<file path="src/sv/gee_pkg.sv">
`default_nettype none

package gee_pkg;

    localparam int ROW_MAX = 1024;
    localparam int COL_W   = $clog2(ROW_MAX);
    localparam int LEN_W   = 11;
    localparam int ROW_W   = 16;
    localparam int ADDR_W  = 5;
    localparam int QDEPTH  = 2;
    localparam int QAW     = $clog2(QDEPTH);
    localparam int QCW     = $clog2(QDEPTH + 1);
    localparam int MUL_W   = 33;
    localparam int PROD_W  = 2 * MUL_W;

    typedef enum logic [2:0] {
        REG_DIAG = 3'd0,
        REG_ROWC = 3'd1,
        REG_COLC = 3'd2,
        REG_AREA = 3'd3,
        REG_LEN  = 3'd4,
        REG_CNT  = 3'd5
    } t_reg_idx;

    typedef struct packed {
        logic [LEN_W-1:0] len;
        logic [ROW_W-1:0] cnt;
    } t_grid_cfg;

    typedef struct packed {
        logic [31:0] diag;
        logic [31:0] rowc;
        logic [31:0] colc;
        logic [31:0] area;
    } t_coef;

    typedef struct packed {
        logic [15:0] re;
        logic [15:0] im;
        logic [31:0] pot;
        logic [31:0] left;
        logic [31:0] up;
        logic        has_left;
        logic        has_up;
        logic        last;
    } t_job;

    typedef struct packed {
        logic [63:0] q;
        logic        big;
    } t_scaled;

    typedef enum logic [4:0] {
        ST_IDLE,
        ST_RR,
        ST_II,
        ST_LR,
        ST_LI,
        ST_UR,
        ST_UI,
        ST_DG,
        ST_PT,
        ST_CL,
        ST_RW,
        ST_NM,
        ST_E0,
        ST_E1,
        ST_N0,
        ST_N1,
        ST_OUT
    } t_step;

endpackage

`default_nettype wire

</file>
<file path="src/sv/gee_queue.sv">
`default_nettype none

module gee_queue import gee_pkg::*; (
    input  logic i_clk,
    input  logic i_rst_n,
    input  logic i_push,
    input  t_job i_job,
    output logic o_ready,
    output logic o_valid,
    output t_job o_job,
    input  logic i_pop
);

    t_job           r_slot [QDEPTH];
    logic [QAW-1:0] r_wp;
    logic [QAW-1:0] r_rp;
    logic [QCW-1:0] r_cnt;
    logic           w_wr;
    logic           w_rd;

    assign o_ready = (r_cnt != QCW'(QDEPTH));
    assign o_valid = (r_cnt != '0);
    assign o_job   = r_slot[r_rp];
    assign w_wr    = i_push && o_ready;
    assign w_rd    = i_pop && o_valid;

    always_ff @(posedge i_clk) begin
        if (w_wr) begin
            r_slot[r_wp] <= i_job;
        end
    end

    always_ff @(posedge i_clk) begin
        if (!i_rst_n) begin
            r_wp  <= '0;
            r_rp  <= '0;
            r_cnt <= '0;
        end else begin
            if (w_wr) begin
                r_wp <= r_wp + QAW'(1);
            end
            if (w_rd) begin
                r_rp <= r_rp + QAW'(1);
            end
            if (w_wr && !w_rd) begin
                r_cnt <= r_cnt + QCW'(1);
            end else if (w_rd && !w_wr) begin
                r_cnt <= r_cnt - QCW'(1);
            end
        end
    end

endmodule

`default_nettype wire

</file>
<file path="config.mk">
export PLATFORM = sky130hd
export DESIGN_NAME = gee_queue
export DESIGN_NICKNAME = d
export VERILOG_FILES = /design/src/sv/gee_pkg.sv /design/src/sv/gee_queue.sv
export SDC_FILE = /design/constraint.sdc
export NUM_CORES = 1
export LEC_CHECK = 0
export ABC_CLOCK_PERIOD_IN_PS = 5700
export BUFFER_PORTS_ARGS = -buffer_cell sky130_fd_sc_hd__buf_2
export CORE_ASPECT_RATIO = 0.7
export CORE_MARGIN = 8
export CORE_UTILIZATION = 52
export CTS_CLUSTER_DIAMETER = 60
export DETAILED_ROUTE_END_ITERATION = 10
export MAX_ROUTING_LAYER = met4
export PLACE_DENSITY = 0.79
export RECOVER_POWER = 100
export SLEW_MARGIN = 20
export SYNTH_ARGS = -nofsm -noshare
export SYNTH_HDL_FRONTEND = slang
export SYNTH_SLANG_ARGS = --single-unit
export TNS_END_PERCENT = 1
</file>
<file path="constraint.sdc">
create_clock -name i_clk -period 5.7 [get_ports i_clk]
set_input_delay 1.425 -clock i_clk [delete_from_list [all_inputs] [get_ports i_clk]]
set_output_delay 1.425 -clock i_clk [all_outputs]
set_load 0.02 [all_outputs]
</file>
# Yosys cells after proc, flatten, opt, wreduce, memory -nomap -nowiden

Memory sizes are Yosys's and may differ from the RTL's. A register that Yosys moved wholly into a read port is not among the register bits.
Cells that the tools add are included.

Output and inout port bits: 133
Flip-flop bits (word level): 4
Memories kept: 1
RAM bits: 262
Input bits: 135

Equal/unequal tests: 1
Muxes and demuxes: 6
Reductions and logical operators: 8
Add/sub/neg operators: 4

Memories:

| name   | words | width | rd ports | clocked after memory_dff | wr ports | line            | text |
|---|---|---|---|---|---|---|---|
| r_slot | 2     | 131   | 1        | 1                        | 1        | gee_queue.sv:14 | `t_job r_slot [QDEPTH];` |

Operators with widths:

| cell                                             | number |
|---|---|
| logical AND 1 bit                                | 4 |
| 2-to-1 mux 1 bit                                 | 4 |
| 2-to-1 mux 2 bit                                 | 2 |
| nonzero test 2 bit                               | 2 |
| adder 1 bit, second input constant               | 2 |
| adder 2 x 1 -> 2 bit, second input constant      | 1 |
| zero test 1 bit                                  | 2 |
| != test 2 bit, second input constant             | 1 |
| subtractor 2 x 1 -> 2 bit, second input constant | 1 |

# Depth between registers and ports, before layout

Gate-level depths: netlist of the first run.

Word-level depth: 6
Gate-level depth with buffers: 6
Gate-level depth less buffers: 6

# Worst setup path after synthesis of the first run

No wires, ideal clock.

Kind: input to register
Start point: in i_push
End point: mem r_slot[1][0] in the netlist's numbering, enable pin
Required time: 5.194 ns
Stages: 1
Buffers on the path: 0
Data arrival time: 4.489 ns
Setup slack: 0.704 ns
Library setup time: 0.506 ns
Cells stage by stage: and3_1

Longest elaborated chain between the ends: 3

RTL lines:

| item                                   | line            | text |
|---|---|---|
| start: declaration                     | gee_queue.sv:6  | `input logic i_push,` |
| logical AND 1 bit                      | gee_queue.sv:24 | `assign w_wr = i_push && o_ready;` |
| 2-to-1 mux 1 bit                       | gee_queue.sv:28 | `if (w_wr) begin` |
| 2-to-1 mux 1 bit (implied by the code) | gee_queue.sv:29 | `r_slot[r_wp] <= i_job;` |
| end: declaration                       | gee_queue.sv:14 |  |

Every way passes these cells.

# Worst setup path in the final report of the first run

Start point: in i_push
End point: mem r_slot[1][4] in the netlist's numbering, enable pin

The elaborated chain is that of the path after synthesis.

==> run summary, run 1 <==
=================================================================================
Run status                                                           finished with violations
Failing checks                                                       capacitance limit, slew limit
Cells on worst reg2reg path                                                     3
Core occupancy in the finished layout                                       0.637
Final Slew Violations                                                         129
Final ANT Viol Nets                                                             0
Layer carrying the most global-route usage                                   met2
Arrival @ worst endpoint                                                  4.31 ns
Net count, final                                                              852
Hold_ws                                                                  0.615 ns
Count of fill cells added during filler insertion                            1398
# rows                                                                         42
Number of nets in the synthesized netlist                                     568
Avg Inst Size Synth                                                      23.3 µm²
Post_cts resized                                                                0
Worst-skew pair later-pin latency                                         0.51 ns
Area growth from synthesis to layout                                        19.6%
Final Routed Wirelength                                                  21100 µm
Synth area leaders                                                   sky130_fd_sc_hd__edfxtp_1 (78%), sky130_fd_sc_hd__mux2_4 (13%), sky130_fd_sc_hd__mux2_2 (4.6%), sky130_fd_sc_hd__buf_6 (1.1%), sky130_fd_sc_hd__dfxtp_1 (0.99%)
HPWL Detailed                                                            14800 µm
Die extent in x                                                            182 µm
Max-capacitance violation count                                                 3
Number of clock sinks                                                         267
Largest buffer count on any clock path                                          3
Flops & latches, synth                                                        267
Number of warnings issued by yosys                                              0
Count of mapped cells out of synthesis                                        432
Count of H-tree levels built during CTS                                         1
Starting density of the core                                                0.532
Fmax achieved                                                             241 MHz
Worst Max-Slew Pin Slew                                                   2.98 ns
Avg WL per Cell                                                           21.5 µm
Final setup violation count                                                     0
Share of layout cells above drive strength 1                                0.321
Overall die height                                                         132 µm
Global routing usage on met1                                                0.208
Standard cell with the maximum stage delay on the critical path      sky130_fd_sc_hd__and3_1
Port Buf Inserts                                                              267
Total setup buffers inserted after CTS                                          0
Sequential fraction of the synthesis area                                   0.791
Number of remaining DRC errors                                                  0
Setup slack of the worst register-to-register path                        2.06 ns
Stage delay of the slowest cell on the critical path                      2.20 ns
Global Route met2 Usage                                                     0.274
Initial antenna violation count                                                 6
Power per cell area                                                    474 nW/µm²
Cell leakage power                                                        4.25 nW
Register clock-pin slew on the reported worst setup and hold paths        0.06 ns
Final total negative setup slack                                             0 ns
Class of the most critical hold timing path                            reg -> reg
Hold-fix buffers, CTS                                                           0
Portion of synthesized cell area occupied by the leading cell type          0.781
Most common cell after layout, fill and taps aside                   sky130_fd_sc_hd__edfxtp_1
Met3 track demand over resource                                            0.0634
First-pass GRT wire length                                               31300 µm
Starting DRC count in detailed routing                                        276
Number of detailed-route iterations in the first pass                           4
Instance area after placement                                           11600 µm²
Path length in cells of the critical path                                       3
Clock tree from TritonCTS                                                    done
Overflow left after global routing                                              0
Final instance area                                                     12000 µm²
Type of element capturing the critical path                              register
Top library cells by usage in the layout, fill and taps aside        sky130_fd_sc_hd__edfxtp_1 (262), sky130_fd_sc_hd__buf_2 (152), sky130_fd_sc_hd__clkbuf_1 (122), sky130_fd_sc_hd__mux2_1 (94), sky130_fd_sc_hd__mux2_2 (34)
Largest area contributor in the netlist                              sky130_fd_sc_hd__edfxtp_1
Total via count in the routed design                                         4992
Critical path peak fanout                                                      68
Sum of buffers and inverters on the critical path                               2
RSZ-0062 raised after global routing                                        false
Final GP Congestion                                                         0.764
Final period demand of the worst path                                     4.14 ns
Vias per cell                                                                5.07
Post-route clock skew                                                  0.00834 ns
Peak VDD IR                                                              0.381 mV
Number of top-level pins                                                      268
Root Driver                                                          sky130_fd_sc_hd__clkbuf_16
Top Family by Delay on Critical Path                                 simple AND/OR/NAND/NOR gates
Post-Syn Area                                                           10100 µm²
Number of buffers created by CTS                                               25
Worst-path cell chain                                                clkbuf_1 -> and3_1 -> buf_12
Critical path data required time                                          5.87 ns
Period utilisation layout                                                   0.727
Number of hold violations in the final report                                   0
CP Launch Type                                                          input pin
Floorplan die area                                                      24100 µm²
Core ar.                                                                18900 µm²
Pin count of the biggest net entering global routing                           86
Critical setup path kind                                                in -> reg
Hold Path Cell Cnt                                                              2
Headroom to the max-slew limit                                             -0.983
Number of global-route vias before repair                                    5486
Count of distinct cell types in the synthesized netlist                        22
Total Routing Usage GR                                                      0.171
=================================================================================
[per-layer routing]
metal | wire length [µm] | up-vias
li1 | - | 2298
met1 | 8780 | 2427
met2 | 9930 | 244
met3 | 2070 | 23
met4 | 331 | 0
met5 | 0 | -
[final cells by class]
class / count / area (µm²) / area share
Antenna cell: 7 / 17.5 / 0.00145
Clock buffer: 33 / 686 / 0.0569
Clock inverter: 13 / 195 / 0.0162
Inverter: 1 / 6.26 / 0.000519
Multi-Input combinational cell: 149 / 1630 / 0.135
Sequential cell: 267 / 7970 / 0.661
Tap cell: 242 / 303 / 0.0251
Timing Repair Buffer: 272 / 1240 / 0.103
[path summary, 6_finish.rpt]
kind / from / to
hold / removal: r_wp / r_wp
hold reg to reg: r_wp / r_wp
setup / recovery: i_push / r_slot[1][4]
setup reg to reg: r_cnt[0] / r_slot[1][4]
[cells in the mapped netlist, drive strengths merged]
master / n
nand3b: 1
or3: 1
inv: 1
buf: 15
or2: 1
dfxtp: 5
mux2: 131
ha: 1
nand2b: 1
xnor2: 2
o21ai: 2
a21bo: 1
and2: 4
edfxtp: 262
xor2: 1
and3: 1
a21boi: 2
[sequential cells by signal, indices dropped and copies added, names as in the netlist, named ones only]
register and flops:
r_cnt 2, r_rp 1, r_slot 262, r_wp 1
[cell families (layout without fill, tap and decap cells)]
kind of cell / Yosys count / after routing / share of synthesized area
muxes: 131 / 131 / 0.180
other: 0 / 7 / 0
xor gates and xnor gates: 3 / 3 / 0.00261
buffers and inverters: 16 / 319 / 0.0150
AOI/OAI and AO/OA: 5 / 5 / 0.00348
DFF: 267 / 267 / 0.791
and+or+nand+nor: 9 / 9 / 0.00646
adders and majority gates: 1 / 1 / 0.00124
[stage by stage]
| step | instances | worst slack (ns) | power [W] |
|---|---|---|---|
| floorplan | 432 | 0.704 | 0.00380 |
| detailed placement | 931 | 2.34 | 0.00426 |
| finish | 984 | 1.56 | 0.00571 |
| global route | 983 | 1.27 | 0.00593 |
| CTS | 977 | 2.13 | 0.00602 |
| global placement | 931 | 2.41 | 0.00421 |
[tightest hold or removal path, cell delays in order, from the launching register on]
cell                       delay [ns]
sky130_fd_sc_hd__dfxtp_1         0.33
sky130_fd_sc_hd__a21bo_2         0.18
sky130_fd_sc_hd__a21boi_0        0.06
[power by group]
group / internal, W / switching, W
sequential: 0.00246 / 0.0000647
combinational: 0.000492 / 0.000941
clock: 0.00107 / 0.000673
(Power assumes the default switching activity.)
==> run 2, diff against run 1 <==
- ABC_CLOCK_PERIOD_IN_PS: 5700 -> 3800
- CORE_UTILIZATION: 52 -> 47
- PLACE_DENSITY: 0.79 -> 0.75
- clock period: 5.7 -> 3.8 ns (I/O delays scaled with it)
==> run 2 against run 1 <==
The run now ends clean. Sequential cell count unchanged. Global-route usage decreased by 1.9 points. Sequential power increased by 51%. Setup slack got worse by 0.85 ns. Combinational power increased by 58%. Register-to-register slack got worse by 1.4 ns. Critical path depth increased by 1. Clock power increased by 43%. Non-clock buffer count increased by 4. Cell area increased by 1.3%. Final cell count increased by 3.4%. Critical endpoint is now r_slot[0][85]. Largest power group unchanged. Highest routed layer unchanged.
==> run summary, run 2 (synthesized netlist as in run 1, its figures left out) <==
=================================================================================
Run status                                                           finished clean
Arrival @ worst endpoint                                                  3.22 ns   -1.09 ns
RSZ-0062 raised after global routing                                        false
Final period demand of the worst path                                     3.09 ns
Final Slew Violations                                                           0   -100%
Starting density of the core                                                0.483   -0.0497
Critical Path Source                                                     r_cnt[0]
First-pass GRT wire length                                               30900 µm   -1.4%
# rows                                                                         44   +4.8%
Root Driver                                                          sky130_fd_sc_hd__clkbuf_16
Die extent in x                                                            191 µm   +4.7%
Max reg flops                                                                 262   unchanged
Count of H-tree levels built during CTS                                         1   unchanged
Hold Path Cell Cnt                                                              2   unchanged
Worst Max-Slew Pin Slew                                                   1.37 ns   -1.61 ns
Critical path peak fanout                                                      52   -24%
Hold-fix buffers, CTS                                                           0   unchanged
Total via count in the routed design                                         5024   +0.64%
Terminus of the critical flop-to-flop path                           r_slot[0][85]
Post-route clock skew                                                  0.00473 ns   -0.00361 ns
Area growth from synthesis to layout                                        21.2%
Number of detailed-route iterations in the first pass                           4   unchanged
Final setup violation count                                                     0   unchanged
Net count, final                                                              857   +0.59%
Total Routing Usage GR                                                      0.152   -0.0194
Number of hold violations in the final report                                   0   unchanged
Core ar.                                                                20900 µm²   +10%
Cell leakage power                                                        4.25 nW   -0.11%
CP Launch Type                                                           register
Starting DRC count in detailed routing                                        261   -5.4%
Hold Path End                                                            r_cnt[1]
Final GP Congestion                                                         0.737   -3.5%
Port Buf Inserts                                                              267   unchanged
Initial antenna violation count                                                 2   -4
Number of global-route vias before repair                                    5556   +1.3%
Post_cts resized                                                                0   unchanged
Critical setup path kind                                               reg -> reg
Number of clock sinks                                                         267   unchanged
Register clock-pin slew on the reported worst setup and hold paths        0.06 ns   about the same
Cells on worst reg2reg path                                                     4   +1
Floorplan die area                                                      26400 µm²   +9.5%
Number of top-level pins                                                      268   unchanged
Largest registers                                                    r_slot (262), r_cnt (2)
Period utilisation layout                                                   0.814
Number of buffers created by CTS                                               26   +4.0%
Clock tree from TritonCTS                                                    done
HPWL Detailed                                                            14600 µm   -1.3%
Top register by number of flip-flops                                       r_slot
Share of layout cells above drive strength 1                                0.317   -0.00444
PnR Total Power                                                         0.00859 W   +51%
Startpoint of the most critical register-to-register path                r_cnt[0]
Total setup buffers inserted after CTS                                          0   unchanged
Type of element capturing the critical path                              register
Fmax achieved                                                             323 MHz
Peak VDD IR                                                              0.388 mV   +2.0%
Overflow left after global routing                                              0   unchanged
Count of fill cells added during filler insertion                            1635   +17%
Final ANT Viol Nets                                                             0   unchanged
Class of the most critical hold timing path                            reg -> reg
Pin count of the biggest net entering global routing                           53   -38%
Vias per cell                                                                4.94   -2.6%
Avg WL per Cell                                                           20.4 µm   -4.8%
Top library cells by usage in the layout, fill and taps aside        sky130_fd_sc_hd__edfxtp_1 (262), sky130_fd_sc_hd__clkbuf_1 (183), sky130_fd_sc_hd__buf_2 (91), sky130_fd_sc_hd__mux2_4 (57), sky130_fd_sc_hd__mux2_2 (38)
Worst-skew pair later-pin latency                                         0.52 ns   about the same
Headroom to the max-slew limit                                             0.0819   +1.07
Power per cell area                                                    704 nW/µm²   +49%
Critical path data required time                                          3.92 ns   -1.95 ns
Overall die height                                                         138 µm   +4.6%
Final Routed Wirelength                                                  20800 µm   -1.6%
Hold path startpoint                                                     r_cnt[1]
Setup slack of the worst register-to-register path                        0.71 ns   -1.35 ns
Most common cell after layout, fill and taps aside                   sky130_fd_sc_hd__edfxtp_1
Final worst slack                                                        0.706 ns   -0.852 ns
Max-capacitance violation count                                                 0   -3
Largest buffer count on any clock path                                          3   unchanged
Placement Setup Slack                                                     1.24 ns   -1.10 ns
Number of remaining DRC errors                                                  0   unchanged
Hold_ws                                                                  0.548 ns   -0.0667 ns
=================================================================================
==> run 2: cell type report <==
class                           count  area [µm²]  share of cell area
Timing Repair Buffer              276        1220               0.100
Multi-Input combinational cell    149        1820               0.149
Clock inverter                     12         145              0.0119
Antenna cell                        2        5.00            0.000410
Clock buffer                       34         691              0.0566
Sequential cell                   267        7970               0.653
Inverter                            1        5.00            0.000410
Tap cell                          276         345              0.0283
==> run 2: layer usage <==
| metal | GRT usage | share of wire |
|---|---|---|
| met5 | - | 0 |
| met4 | 0.0391 | 0.024 |
| met3 | 0.0447 | 0.086 |
| met2 | 0.245 | 0.48 |
| met1 | 0.186 | 0.41 |
==> run 2: worst max path at each step <==
stage	to	slack [ns]	cells past startpoint
after global routing	r_slot[0][94]	0.41	4
after detailed placement	o_job[110]	1.24	3
after CTS	o_job[110]	0.67	3
final	r_slot[0][85]	0.71	4
after global placement	o_job[110]	1.24	3
after floorplan	r_slot[0][0]	-0.26	2
==> run 2: power by group <==
part / internal, W / switching, W / leakage [nW]
registers: 0.00369 / 0.000148 / 2.49
logic: 0.000873 / 0.00139 / 1.35
clock network: 0.00148 / 0.00102 / 0.406
==> run 2: stage by stage <==
stage | util | cells | TNS (ns) | instance area [µm²]
after floorplan | - | 432 | -34.47 | 10100
after global placement | 0.563 | 969 | 0 | 11700
after detailed placement | 0.563 | 969 | 0 | 11700
after CTS | 0.603 | 1015 | 0 | 12600
after global routing | 0.585 | 1017 | 0 | 12200
final | 0.585 | 1017 | 0 | 12200
==> run 2: worst max-delay path: stages, from the launching register on <==
cell	delay, ns
sky130_fd_sc_hd__dfxtp_1	0.36
sky130_fd_sc_hd__nand2b_1	0.23
sky130_fd_sc_hd__nand3b_1	0.15
sky130_fd_sc_hd__clkinvlp_2	1.06
sky130_fd_sc_hd__clkbuf_4	0.85
==> run 3, diff against run 2 <==
- ABC_AREA: not set -> 1
- ABC_CLOCK_PERIOD_IN_PS: 3800 -> 3190
- CORE_UTILIZATION: 47 -> 52
- PLACE_DENSITY: 0.75 -> 0.79
- clock period: 3.8 -> 3.19 ns (I/O delays scaled with it)
==> run 3 against run 2 <==
Total power up 16%. Synthesized area about the same. First-iteration DRC count down 12%. Utilization up 5.4 points. Clock skew up 0.0018 ns. Setup slack worse by 0.41 ns. Critical path type is now reg -> out. Global-route usage up 1.3 points. Combinational power up 7%. Highest routed layer unchanged. Wire length down 2.7%. Critical endpoint is now o_job[23]. Non-clock buffer count down 1.
==> run summary, run 3 <==
=========================================================================================
Number of top-level pins                                                              268   unchanged
Headroom to the max-slew limit                                                      0.103   +0.0207
Register share of total power                                                       0.464   +0.018
Highest metal layer with signal wires                                                met4
Net Sw Frac                                                                         0.289   -0.00796
Pint                                                                            0.00707 W   +17%
Overflow left after global routing                                                      0   unchanged
Number of warnings issued by yosys                                                      0   unchanged
Count of H-tree levels built during CTS                                                 1   unchanged
Final Routed Wirelength                                                          20200 µm   -2.7%
Startpoint of the most critical register-to-register path                        r_cnt[0]
Hold path startpoint                                                             i_job[5]
Cell leakage power                                                                4.30 nW   +1.2%
Number of detailed-route iterations in the first pass                                   4   unchanged
Avg Inst Size Synth                                                              22.6 µm²   -2.9%
Most common cell after layout, fill and taps aside                           sky130_fd_sc_hd__edfxtp_1
Overall die height                                                                 132 µm   -4.4%
Initial antenna violation count                                                         1   -1
Dpl cells                                                                             947   -2.3%
Total Routing Usage GR                                                              0.165   +0.0126
Number of buffers created by CTS                                                       25   -3.8%
Portion of synthesized cell area occupied by the leading cell type                  0.781   about the same
Power per cell area                                                            822 nW/µm²   +17%
Period utilisation layout                                                           0.906
Top-count cell post-synth                                                    sky130_fd_sc_hd__edfxtp_1
Worst Max-Slew Pin Slew                                                           1.35 ns   -0.0235 ns
Peak VDD IR                                                                      0.488 mV   +26%
Sequential fraction of the synthesis area                                           0.791   about the same
Final GP Congestion                                                                 0.785   +6.5%
Largest registers                                                            r_slot (262), r_cnt (2)
Max-capacitance violation count                                                         0   unchanged
Root Driver                                                                  sky130_fd_sc_hd__clkbuf_16
Proportion of register bits with asynchronous set or reset after synthesis              0   unchanged
Synth area leaders                                                           sky130_fd_sc_hd__edfxtp_1 (78%), sky130_fd_sc_hd__mux2_4 (13%), sky130_fd_sc_hd__mux2_2 (4.6%), sky130_fd_sc_hd__buf_6 (1.1%), sky130_fd_sc_hd__dfxtp_1 (0.99%)
Top register by number of flip-flops                                               r_slot
Register clock-pin slew on the reported worst setup and hold paths                0.06 ns   about the same
Count of mapped cells out of synthesis                                                445   +3.0%
Cells on worst reg2reg path                                                             5   +1
Starting density of the core                                                        0.532   +0.0495
Terminus of the critical flop-to-flop path                                   r_slot[1][10]
Placement Setup Slack                                                            0.828 ns   -0.410 ns
Area growth from synthesis to layout                                                20.1%
Critical path data required time                                                  2.39 ns   -1.53 ns
Count of non-filler cells in the finished layout                                      993   -2.4%
Share of layout cells above drive strength 1                                        0.325   +0.00869
PnR Total Power                                                                 0.00994 W   +16%
Number of global-route vias before repair                                            5650   +1.7%
Clock tree from TritonCTS                                                            done
Total setup buffers inserted after CTS                                                  0   unchanged
Clock group share of total power                                                    0.293   +0.002
Routed wire length on met2                                                        9750 µm   -1.5%
Fmax achieved                                                                     346 MHz
Class of the most critical hold timing path                                     in -> reg
Core ar.                                                                        18900 µm²   -9.3%
Final worst slack                                                                0.300 ns   -0.406 ns
Largest area contributor in the netlist                                      sky130_fd_sc_hd__edfxtp_1
Post-route met1 wirelength                                                        8260 µm   -3.9%
Avg WL per Cell                                                                   20.4 µm   -0.36%
Final Slew Violations                                                                   0   unchanged
Count of distinct cell types in the synthesized netlist                                16   -27%
Pin count of the biggest net entering global routing                                   94   +77%
CP Launch Type                                                                   register
Combinational group share of total power                                            0.242   -0.021
Worst-skew pair later-pin latency                                                 0.50 ns   -0.02 ns
Die extent in x                                                                    182 µm   -4.5%
EDFF count, synth                                                                     262   unchanged
Critical setup path kind                                                       reg -> out
Post-Syn Area                                                                   10100 µm²   about the same
Number of clock sinks                                                                 267   unchanged
Hold Path Cell Cnt                                                                      1   -1
Port Buf Inserts                                                                      267   unchanged
Max reg flops                                                                         262   unchanged
Detailed-routed wire length on met3                                               1820 µm   +2.0%
RSZ-0062 raised after global routing                                                false
Floorplan die area                                                              24100 µm²   -8.7%
Arrival @ worst endpoint                                                          2.09 ns   -1.13 ns
Net count, final                                                                      868   +1.3%
Top cell types by occurrence after synthesis                                 sky130_fd_sc_hd__edfxtp_1 (262), sky130_fd_sc_hd__mux2_4 (90), sky130_fd_sc_hd__mux2_2 (41), sky130_fd_sc_hd__buf_6 (10), sky130_fd_sc_hd__nand2_1 (9)
Post-route clock skew                                                          0.00651 ns   +0.00178 ns
Largest buffer count on any clock path                                                  3   unchanged
HPWL Detailed                                                                    14200 µm   -2.7%
Main flop type after synthesis                                               sky130_fd_sc_hd__edfxtp_1
Type of element capturing the critical path                                  primary output
Critical path peak fanout                                                              33   -37%
Flops & latches, synth                                                                267   unchanged
Hold-fix buffers, CTS                                                                   0   unchanged
Final ANT Viol Nets                                                                     0   unchanged
Number of remaining DRC errors                                                          0   unchanged
Run status                                                                   finished clean
# rows                                                                                 42   -4.5%
Hold Path End                                                                r_slot[1][5]
Post_cts resized                                                                        0   unchanged
Final period demand of the worst path                                             2.89 ns
Vias per cell                                                                        5.09   +3.1%
Top library cells by usage in the layout, fill and taps aside                sky130_fd_sc_hd__edfxtp_1 (262), sky130_fd_sc_hd__clkbuf_1 (146), sky130_fd_sc_hd__buf_2 (124), sky130_fd_sc_hd__mux2_1 (58), sky130_fd_sc_hd__mux2_2 (39)
Number of nets in the synthesized netlist                                             581   +2.3%
Number of hold violations in the final report                                           0   unchanged
First-pass GRT wire length                                                       30500 µm   -1.1%
Setup slack of the worst register-to-register path                                0.89 ns   +0.18 ns
Sw power                                                                        0.00287 W   +13%
Total via count in the routed design                                                 5059   +0.70%
Starting DRC count in detailed routing                                                230   -12%
Final setup violation count                                                             0   unchanged
=========================================================================================
## run 3: cell count changes after synthesis, sizes merged, moves of 2 or more
cell,before,now
inv,1,8
a21boi,2,0
nor2,0,8
nand2,0,9
and2,4,0
xnor2,2,0
## run 3: worst max-delay path by stage
stage | depth (start not counted) | end | startpoint | slack (ns)
6_report | 3 | o_job[23] | register | 0.30
2_1_floorplan | 2 | r_slot[0][0] | i_push | -0.05
5_1_grt | 3 | o_job[23] | register | 0.20
4_1_cts | 3 | o_job[110] | register | 0.28
3_3_place_gp | 3 | o_job[25] | register | 0.86
3_5_place_dp | 3 | o_job[110] | register | 0.83
## run 3: stage by stage
| step | util | area (µm²) | setup TNS [ns] | hold WS (ns) |
|---|---|---|---|---|
| 3_5_place_dp | 0.619 | 11700 | 0 | 0.513 |
| 4_1_cts | 0.662 | 12500 | 0 | 0.454 |
| 5_1_grt | 0.639 | 12100 | 0 | 0.459 |
| 3_3_place_gp | 0.619 | 11700 | 0 | 0.477 |
| 2_1_floorplan | - | 10100 | -10.44 | 0.467 |
| 6_report | 0.639 | 12100 | 0 | 0.481 |
## run 3: critical path, cell delays in order (launching register included)
cell,delay (ns)
sky130_fd_sc_hd__dfxtp_4,0.63
sky130_fd_sc_hd__buf_6,0.36
sky130_fd_sc_hd__mux2_1,0.39
sky130_fd_sc_hd__buf_2,0.18
## run 3: power groups by stage
stage | Clock (W) | Sequential (W) | Combinational, W
final | 0.00292 | 0.00461 | 0.00241
after global routing | 0.00311 | 0.00466 | 0.00258
after detailed placement | 0 | 0.00469 | 0.00277
after CTS | 0.00299 | 0.00462 | 0.00278
after global placement | 0 | 0.00466 | 0.00271
after floorplan | 0 | 0.00462 | 0.00200
## run 3: layout make-up
type | instances | area [µm²]
fill | 1403 | 6830
clock buffer | 28 | 637
sequential | 267 | 7970
antenna | 1 | 2.50
multi-input combinational | 155 | 1730
inverter | 8 | 30.0
timing repair buffer | 275 | 1240
tap | 242 | 303
clock inverter | 17 | 178
## run 3: cell families (layout without fill, tap and decap cells)
family	after synthesis	in the layout	share of synthesized area
compound gates	4	4	0.00224
other cells	0	1	0
buf+inv	23	328	0.0176
mux	131	131	0.180
fa+ha+maj	1	1	0.00124
flops	267	267	0.791
simple gates	19	19	0.00746
## run 3: per-layer routing
metal  vias to the layer above  global-route usage
met5                         -                   -
met4                         0              0.0409
met3                        27              0.0484
met2                       226               0.272
met1                      2479               0.197
li1                       2327                   -
